**src/rtl/lltc_pkg.sv**
```systemverilog
// Shared types, constants and helpers for the LCD line timing controller.
// No dependencies; imported by every module of the block.
`default_nettype none

package lltc_pkg;

  localparam int unsigned ClkW  = 9;
  localparam int unsigned LineW = 8;
  localparam int unsigned DotW  = 8;
  localparam int unsigned IdxW  = 2;
  localparam int unsigned CfgDW = 8;
  localparam int unsigned OutDW = 16;

  localparam logic [ClkW-1:0]  DotsPerLine     = 9'd456;
  localparam logic [LineW-1:0] LastLine        = 8'd153;
  localparam logic [LineW-1:0] FirstVblankLine = 8'd144;
  localparam logic [ClkW-1:0]  HblankStart     = 9'd252;
  localparam logic [ClkW-1:0]  TransferStart   = 9'd80;

  // register indexes
  localparam logic [IdxW-1:0] RegDisplayEnable = 2'd0;
  localparam logic [IdxW-1:0] RegLineCompare   = 2'd1;
  localparam logic [IdxW-1:0] RegStatEnables   = 2'd2;

  // lcd modes
  localparam logic [1:0] ModeHblank   = 2'd0;
  localparam logic [1:0] ModeVblank   = 2'd1;
  localparam logic [1:0] ModeSearch   = 2'd2;
  localparam logic [1:0] ModeTransfer = 2'd3;

  // stat enable bits
  localparam int unsigned StatHblank   = 0;
  localparam int unsigned StatVblank   = 1;
  localparam int unsigned StatLine     = 2;
  localparam int unsigned StatCoincide = 3;

  typedef struct packed {
    logic             display_enable;
    logic [LineW-1:0] line_compare;
    logic [3:0]       stat_irq_enables;
  } cfg_t;

  typedef struct packed {
    logic             draw_line;
    logic             hblank_event;
    logic             vblank_irq;
    logic             stat_irq;
    logic             coincide_flag;
    logic [1:0]       disp_mode;
    logic [LineW-1:0] current_line;
  } result_t;

  function automatic logic [1:0] mode_of(input logic [LineW-1:0] line,
                                         input logic [ClkW-1:0] clk);
    logic [1:0] m;
    if (line >= FirstVblankLine) begin
      m = ModeVblank;
    end else if (clk >= HblankStart) begin
      m = ModeHblank;
    end else if (clk >= TransferStart) begin
      m = ModeTransfer;
    end else begin
      m = ModeSearch;
    end
    return m;
  endfunction

endpackage

`default_nettype wire

```
**src/rtl/lltc_core.sv**
```systemverilog
// Timing state (dot clock, line, coincidence, mode) and the one-step update.
// Depends on lltc_pkg.
`default_nettype none

module lltc_core
  import lltc_pkg::*;
(
  input  wire logic            clk_i,
  input  wire logic            rst_ni,
  input  wire logic            step_i,
  input  wire logic [DotW-1:0] dot_cycles_i,
  input  wire cfg_t            cfg_i,
  output result_t              res_o
);

  logic [ClkW-1:0]  line_clock_q, line_clock_d;
  logic [LineW-1:0] line_count_q, line_count_d;
  logic             coincide_q, coincide_d;
  logic [1:0]       mode_q, mode_d;

  logic [ClkW:0]    sum;
  logic             wrap;
  logic [LineW-1:0] line_inc;
  logic             match;
  logic             hbl, vbl, draw, stat;

  always_comb begin
    sum      = {1'b0, line_clock_q} + {2'b0, dot_cycles_i};
    wrap     = sum >= {1'b0, DotsPerLine};
    line_inc = line_count_q + 8'd1;

    line_clock_d = line_clock_q;
    line_count_d = line_count_q;
    coincide_d   = coincide_q;
    mode_d       = mode_q;
    match        = 1'b0;
    hbl          = 1'b0;
    vbl          = 1'b0;
    draw         = 1'b0;
    stat         = 1'b0;

    if (cfg_i.display_enable) begin
      if (wrap) begin
        line_clock_d = ClkW'(sum - {1'b0, DotsPerLine});
        line_count_d = (line_inc > LastLine) ? '0 : line_inc;
        match        = line_count_d == cfg_i.line_compare;
        coincide_d   = match;
      end else begin
        line_clock_d = sum[ClkW-1:0];
      end
      mode_d = mode_of(line_count_d, line_clock_d);

      hbl  = (line_clock_q < HblankStart) && (line_clock_d >= HblankStart) &&
             (line_count_d < FirstVblankLine);
      vbl  = wrap && (line_count_d == FirstVblankLine);
      draw = wrap && (line_count_d < FirstVblankLine);
      stat = (hbl && cfg_i.stat_irq_enables[StatHblank]) ||
             (vbl && cfg_i.stat_irq_enables[StatVblank]) ||
             (draw && cfg_i.stat_irq_enables[StatLine]) ||
             (wrap && match && cfg_i.stat_irq_enables[StatCoincide]);
    end

    res_o.current_line  = line_count_d;
    res_o.disp_mode     = mode_d;
    res_o.coincide_flag = coincide_d;
    res_o.stat_irq      = stat;
    res_o.vblank_irq    = vbl;
    res_o.hblank_event  = hbl;
    res_o.draw_line     = draw;
  end

  always_ff @(posedge clk_i or negedge rst_ni) begin
    if (!rst_ni) begin
      line_clock_q <= '0;
      line_count_q <= '0;
      coincide_q   <= 1'b0;
      mode_q       <= ModeHblank;
    end else if (step_i) begin
      line_clock_q <= line_clock_d;
      line_count_q <= line_count_d;
      coincide_q   <= coincide_d;
      mode_q       <= mode_d;
    end
  end

endmodule

`default_nettype wire

```
**src/rtl/lcd_line_timing_controller.sv**
```systemverilog
// Top level: stream ports, config registers, input and result registers.
// Depends on lltc_pkg and lltc_core.
`default_nettype none

// LCD line timing controller. Each word on the slave stream carries a dot
// count; the block advances its dot clock (wrap at 456 dots, lines 0..153),
// and returns one result word per input word with the new line, lcd mode,
// sticky coincidence flag and the stat, vblank, hblank and draw-line events.
// Throughput is one word per clock while m_axis_tready is high: an input
// register feeds one pass of update logic into a result register, and the
// next word is taken into an empty input register while a result waits for
// tready; m_axis_tvalid rises once a word moves into a free result register.
// Config writes (index 0 display enable, 1 line compare, 2 stat enables,
// others ignored) are always ready and must be made while the block is idle.

module lcd_line_timing_controller
  import lltc_pkg::*;
(
  input  wire logic             clk_i,
  input  wire logic             rst_ni,
  input  wire logic             s_axis_tvalid_i,
  output logic                  s_axis_tready_o,
  input  wire logic [DotW-1:0]  s_axis_tdata_i,   // [7:0] dot_cycles
  output logic                  m_axis_tvalid_o,
  input  wire logic             m_axis_tready_i,
  // [7:0] current_line, [9:8] disp_mode, [10] coincide_flag, [11] stat_irq,
  // [12] vblank_irq, [13] hblank_event, [14] draw_line, [15] zero
  output logic [OutDW-1:0]      m_axis_tdata_o,
  input  wire logic             cfg_valid_i,
  output logic                  cfg_ready_o,
  input  wire logic [IdxW-1:0]  cfg_index_i,
  input  wire logic [CfgDW-1:0] cfg_data_i
);

  cfg_t            cfg_q;
  logic            in_vld_q;
  logic [DotW-1:0] in_dot_q;
  logic            out_vld_q;
  result_t         out_q;
  result_t         res;
  logic            advance;

  assign cfg_ready_o     = 1'b1;
  assign advance         = in_vld_q && (!out_vld_q || m_axis_tready_i);
  assign s_axis_tready_o = !in_vld_q || advance;
  assign m_axis_tvalid_o = out_vld_q;
  assign m_axis_tdata_o  = {1'b0, out_q};

  always_ff @(posedge clk_i or negedge rst_ni) begin
    if (!rst_ni) begin
      cfg_q <= '0;
    end else if (cfg_valid_i) begin
      case (cfg_index_i)
        RegDisplayEnable: cfg_q.display_enable   <= cfg_data_i[0];
        RegLineCompare:   cfg_q.line_compare     <= cfg_data_i;
        RegStatEnables:   cfg_q.stat_irq_enables <= cfg_data_i[3:0];
        default: ;
      endcase
    end
  end

  always_ff @(posedge clk_i or negedge rst_ni) begin
    if (!rst_ni) begin
      in_vld_q  <= 1'b0;
      out_vld_q <= 1'b0;
    end else begin
      if (s_axis_tready_o) begin
        in_vld_q <= s_axis_tvalid_i;
      end
      if (advance) begin
        out_vld_q <= 1'b1;
      end else if (m_axis_tready_i) begin
        out_vld_q <= 1'b0;
      end
    end
  end

  always_ff @(posedge clk_i) begin
    if (s_axis_tvalid_i && s_axis_tready_o) begin
      in_dot_q <= s_axis_tdata_i;
    end
    if (advance) begin
      out_q <= res;
    end
  end

  lltc_core u_core (
    .clk_i        (clk_i),
    .rst_ni       (rst_ni),
    .step_i       (advance),
    .dot_cycles_i (in_dot_q),
    .cfg_i        (cfg_q),
    .res_o        (res)
  );

`ifndef SYNTH
  a_line_range: assert property (@(posedge clk_i) disable iff (!rst_ni)
    m_axis_tvalid_o |-> out_q.current_line <= LastLine)
    else $error("line out of range");

  a_vblank_mode: assert property (@(posedge clk_i) disable iff (!rst_ni)
    (m_axis_tvalid_o && out_q.vblank_irq) |->
      (out_q.disp_mode == ModeVblank && out_q.current_line == FirstVblankLine))
    else $error("vblank event without vblank mode");

  a_hblank_mode: assert property (@(posedge clk_i) disable iff (!rst_ni)
    (m_axis_tvalid_o && out_q.hblank_event) |-> out_q.disp_mode == ModeHblank)
    else $error("hblank event outside hblank mode");

  a_stat_src: assert property (@(posedge clk_i) disable iff (!rst_ni)
    advance && res.stat_irq |-> cfg_q.display_enable && cfg_q.stat_irq_enables != 4'd0)
    else $error("stat irq with nothing enabled");
`endif

endmodule

`default_nettype wire
```
**config.mk**
```make
export PLATFORM = sky130hd
export DESIGN_NAME = lcd_line_timing_controller
export DESIGN_NICKNAME = d
export VERILOG_FILES = /design/src/rtl/lltc_pkg.sv /design/src/rtl/lltc_core.sv /design/src/rtl/lcd_line_timing_controller.sv
export SDC_FILE = /design/constraint.sdc
export NUM_CORES = 1
export LEC_CHECK = 0
export ABC_AREA = 1
export BUFFER_PORTS_ARGS = -buffer_cell sky130_fd_sc_hd__buf_4
export CAP_MARGIN = 40
export CORE_MARGIN = 2
export CORE_UTILIZATION = 54
export CTS_CLUSTER_DIAMETER = 30
export DETAILED_ROUTE_END_ITERATION = 8
export PLACE_DENSITY = 0.84
export SYNTH_ARGS = -nofsm -noshare
export SYNTH_HDL_FRONTEND = slang
export SYNTH_SLANG_ARGS = --single-unit
export TNS_END_PERCENT = 5
```
**constraint.sdc**
```tcl
create_clock -name clk_i -period 3 [get_ports clk_i]
set_input_delay 0.15 -clock clk_i [delete_from_list [all_inputs] [get_ports clk_i]]
set_output_delay 0.15 -clock clk_i [all_outputs]
set_load 0.05 [all_outputs]
```
==> impl_metrics.toml <==
[outcome]
status = "finished, final reports clean"

[cts]
numCtsBuffers = 9
max-clock-path-buffers = 2
tritoncts = "done"
clk_transition_reported_paths_ps = 70
cts-root-buf = "sky130_fd_sc_hd__clkbuf_8"
cts_htree_levels = 3
cts_num_sinks = 58
worstSkewPairLatency_ps = 340

[timing]
achievable-frequency_mhz = 335.4
setup-tns-final_ps = 0
hold_ws_ps = 31.89
setup-violations-final = 0
setup_repair_after_global_routing_missed_its_margin = "true"
min_period_ps = 2982
timing_hold_violations_final = 0
maxSlewViolCount = 0
timing.clock.skew_ps = 9.245
period_share = 0.9939

[logic_synthesis]
postSynthCellCount = 429
yosysWarningCount = 0
syn_area_per_cell_sq_um = 8.073
synth_seq_cells = 58
synthArstFlopShare = 0.6034
post_synth_instance_area_sq_um = 3463
synth-seq-area-share = 0.4523
synthesized_net_count = 465
synthFlopType = "sky130_fd_sc_hd__dfrtp_1"
synthDistinctLibCells = 43
synth_enable_flop_cells = 23

[power]
largest_voltage_drop_on_the_vdd_net_v = 0.0005984
power_density_nw_per_um2 = 1127
static_leakage_uw = 0.002146

[global_route]
grt_overflow_total = 0
antenna_found_initial = 0
grt_pass1_vias = 2843
grt_use_total = 0.2334
grt_start_max_net_pins = 36
wire_length_of_the_first_global_routing_pass_mm = 13.00

[floorplanning]
initial_standard_cell_utilization_of_the_core = 0.5517
core_area_sq_um = 6277
placement_rows = 29
io_pins = 42
die_h_um = 84.09
die_w_um = 84.09
die_area_sq_um = 7070

[cells_and_area]
area_growth_syn_to_layout_pct = 25.98
postLayoutCoreUtil = 0.6950
final_layout_size_suffix_gt1_frac = 0.2570
post_layout_nonfiller_instances = 579
mostFrequentLayoutCells = "117 x sky130_fd_sc_hd__nand2_1, 57 x sky130_fd_sc_hd__inv_1, 53 x sky130_fd_sc_hd__buf_4"
final.fill_count = 482
fin_nets = 533
antenna_cells = 0
layout_commonest_cell = "sky130_fd_sc_hd__nand2_1"

[setup_path]
worstSetupEndpointType = "flip-flop"
class_of_the_most_critical_setup_path = "flip-flop to flip-flop"
path_max_fanout = 6
critical_path_required_ps = 3210
cp_data_arrival_time_ps = 3190
setup.worst_path.start_class = "flip-flop"

[flow_run]
maxCapViolCount = 0

[place]
placed_cells_incl_taps = 539
gp_congestion = 0.8817
detailed_place_hpwl_mm = 5.425
numPortBuffers = 39

[routing]
first_pass_iters = 5
dr_total_vias = 3147
routed_wire_length_per_instance_um = 14.10
routed_via_density = 5.435
drtIter0Drc = 287
ant_nets = 0
routed_wl_mm = 8.162
drc_errors = 0

[worst_hold_path]
hold_path_class = "input port to flip-flop"
[report_power, final]
group | internal [uW] | switching [uW] | total (uW)
sequential | 1080 | 173 | 1250
combinational | 1060 | 1800 | 2870
clock | 480 | 318 | 798
total | 2620 | 2300 | 4920
[worst max-delay path: stages, from the launching register on]
cell,delay [ps]
sky130_fd_sc_hd__dfrtp_1,400
sky130_fd_sc_hd__ha_4,160
sky130_fd_sc_hd__inv_2,40
sky130_fd_sc_hd__fa_2,340
sky130_fd_sc_hd__inv_2,70
sky130_fd_sc_hd__nand3_2,60
sky130_fd_sc_hd__nand3_2,80
sky130_fd_sc_hd__nand2_2,80
sky130_fd_sc_hd__ha_4,160
sky130_fd_sc_hd__nand4_1,80
sky130_fd_sc_hd__inv_1,50
sky130_fd_sc_hd__nor2_1,90
sky130_fd_sc_hd__nand2_1,90
sky130_fd_sc_hd__nand3_4,100
sky130_fd_sc_hd__nand2_8,60
sky130_fd_sc_hd__buf_6,140
sky130_fd_sc_hd__buf_6,110
sky130_fd_sc_hd__o21ai_4,160
sky130_fd_sc_hd__nand2_2,60
sky130_fd_sc_hd__nand2_2,70
sky130_fd_sc_hd__inv_2,50
sky130_fd_sc_hd__nor2_4,180
sky130_fd_sc_hd__nand4_1,130
sky130_fd_sc_hd__nand2_1,80
[path summary, 6_finish.rpt]
kind	cells after the start	end	from	slack, ps
max	23	m_axis_tdata_o[11]	u_core.line_clock_q[0]	20
min	3	in_vld_q	s_axis_tvalid_i	30
max reg2reg	23	m_axis_tdata_o[11]	u_core.line_clock_q[0]	20
min reg2reg	2	cfg_q[3]	cfg_q[3]	490
max in group asynchronous	2	cfg_q[12]	rst_ni	2390
min in group asynchronous	2	u_core.line_count_q[5]	rst_ni	290
[logic make-up (layout without fill, tap and decap cells)]
logic type,after synthesis,in the layout,share of synthesized area
buffers and inverters,74,147,0.08959
XOR/XNOR,5,5,0.01482
multiplexers,2,2,0.006502
flip-flops,58,58,0.4523
AO/OA/AOI/OAI,55,55,0.09140
other,2,2,0.002168
adder cells (fa/ha/maj),13,13,0.04913
AND/OR/NAND/NOR,220,220,0.2941
[cell usage after synthesis, types with 2 or more instances]
cell type	count	share of area
sky130_fd_sc_hd__nand2_1	121	0.13
sky130_fd_sc_hd__inv_1	60	0.065
sky130_fd_sc_hd__nand3_1	37	0.053
sky130_fd_sc_hd__dfrtp_1	35	0.25
sky130_fd_sc_hd__o21ai_0	28	0.040
sky130_fd_sc_hd__edfxtp_1	23	0.20
sky130_fd_sc_hd__nor2_1	22	0.024
sky130_fd_sc_hd__ha_1	12	0.043
sky130_fd_sc_hd__nand2_2	11	0.020
sky130_fd_sc_hd__o21ai_1	10	0.014
sky130_fd_sc_hd__nand4_1	9	0.016
sky130_fd_sc_hd__o21ai_2	6	0.015
sky130_fd_sc_hd__a21oi_1	5	0.0072
sky130_fd_sc_hd__inv_2	4	0.0043
sky130_fd_sc_hd__clkbuf_1	3	0.0033
sky130_fd_sc_hd__nand3b_1	3	0.0065
sky130_fd_sc_hd__nor2_4	3	0.0098
sky130_fd_sc_hd__nor3_1	3	0.0043
sky130_fd_sc_hd__xor2_1	3	0.0076
sky130_fd_sc_hd__a21oi_2	2	0.0051
sky130_fd_sc_hd__and3_1	2	0.0036
sky130_fd_sc_hd__buf_4	2	0.0043
sky130_fd_sc_hd__conb_1	2	0.0022
sky130_fd_sc_hd__mux2_2	2	0.0065
sky130_fd_sc_hd__nand2_4	2	0.0065
sky130_fd_sc_hd__nand3_2	2	0.0058
[metal layers]
metal | GRT usage | wire (um)
met2 | 0.3528 | 3812
met5 | 0 | 0
met1 | 0.3194 | 3542
met3 | 0.04748 | 567
met4 | 0.1158 | 240
[registers in the layout, indices dropped and copies added (netlist names)]
signal and flops:
in_vld_q 1, u_core.line_clock_q 9, m_axis_tvalid_o 1, u_core.mode_q 2, m_axis_tdata_o 15, u_core.coincide_q 1
in_dot_q 8, u_core.line_count_q 8, cfg_q 13
[through the flow]
stage	setup WS (ps)	cell area, sq um	total power (uW)
finish	18.43	4363	4918
global route	-149.8	4363	5247
CTS	8.589	4228	4565
detailed placement	34.72	3809	3562
global placement	144.5	3809	3494
floorplan	199.8	3463	3072
[cell type report]
class / instances / area, sq um / area share
Inverter: 65 / 246.5 / 0.05650
Timing Repair Buffer: 66 / 533.0 / 0.1222
Tap cell: 77 / 96.34 / 0.02208
Clock inverter: 3 / 43.79 / 0.01004
Sequential cell: 58 / 1567 / 0.3590
Multi-Input combinational cell: 297 / 1697 / 0.3889
Clock buffer: 13 / 180.2 / 0.04130
[repair_timing]
item                                    in CTS  in global routing
gates resized for setup                      8                 23
hold buffers                                 9                  0
buffers inserted                            10                  5
endpoints found under the setup margin       2                 24
endpoints found under the hold margin       43                  0
pin swaps                                   10                 20
Note: power is estimated with default switching activity, not from simulation.
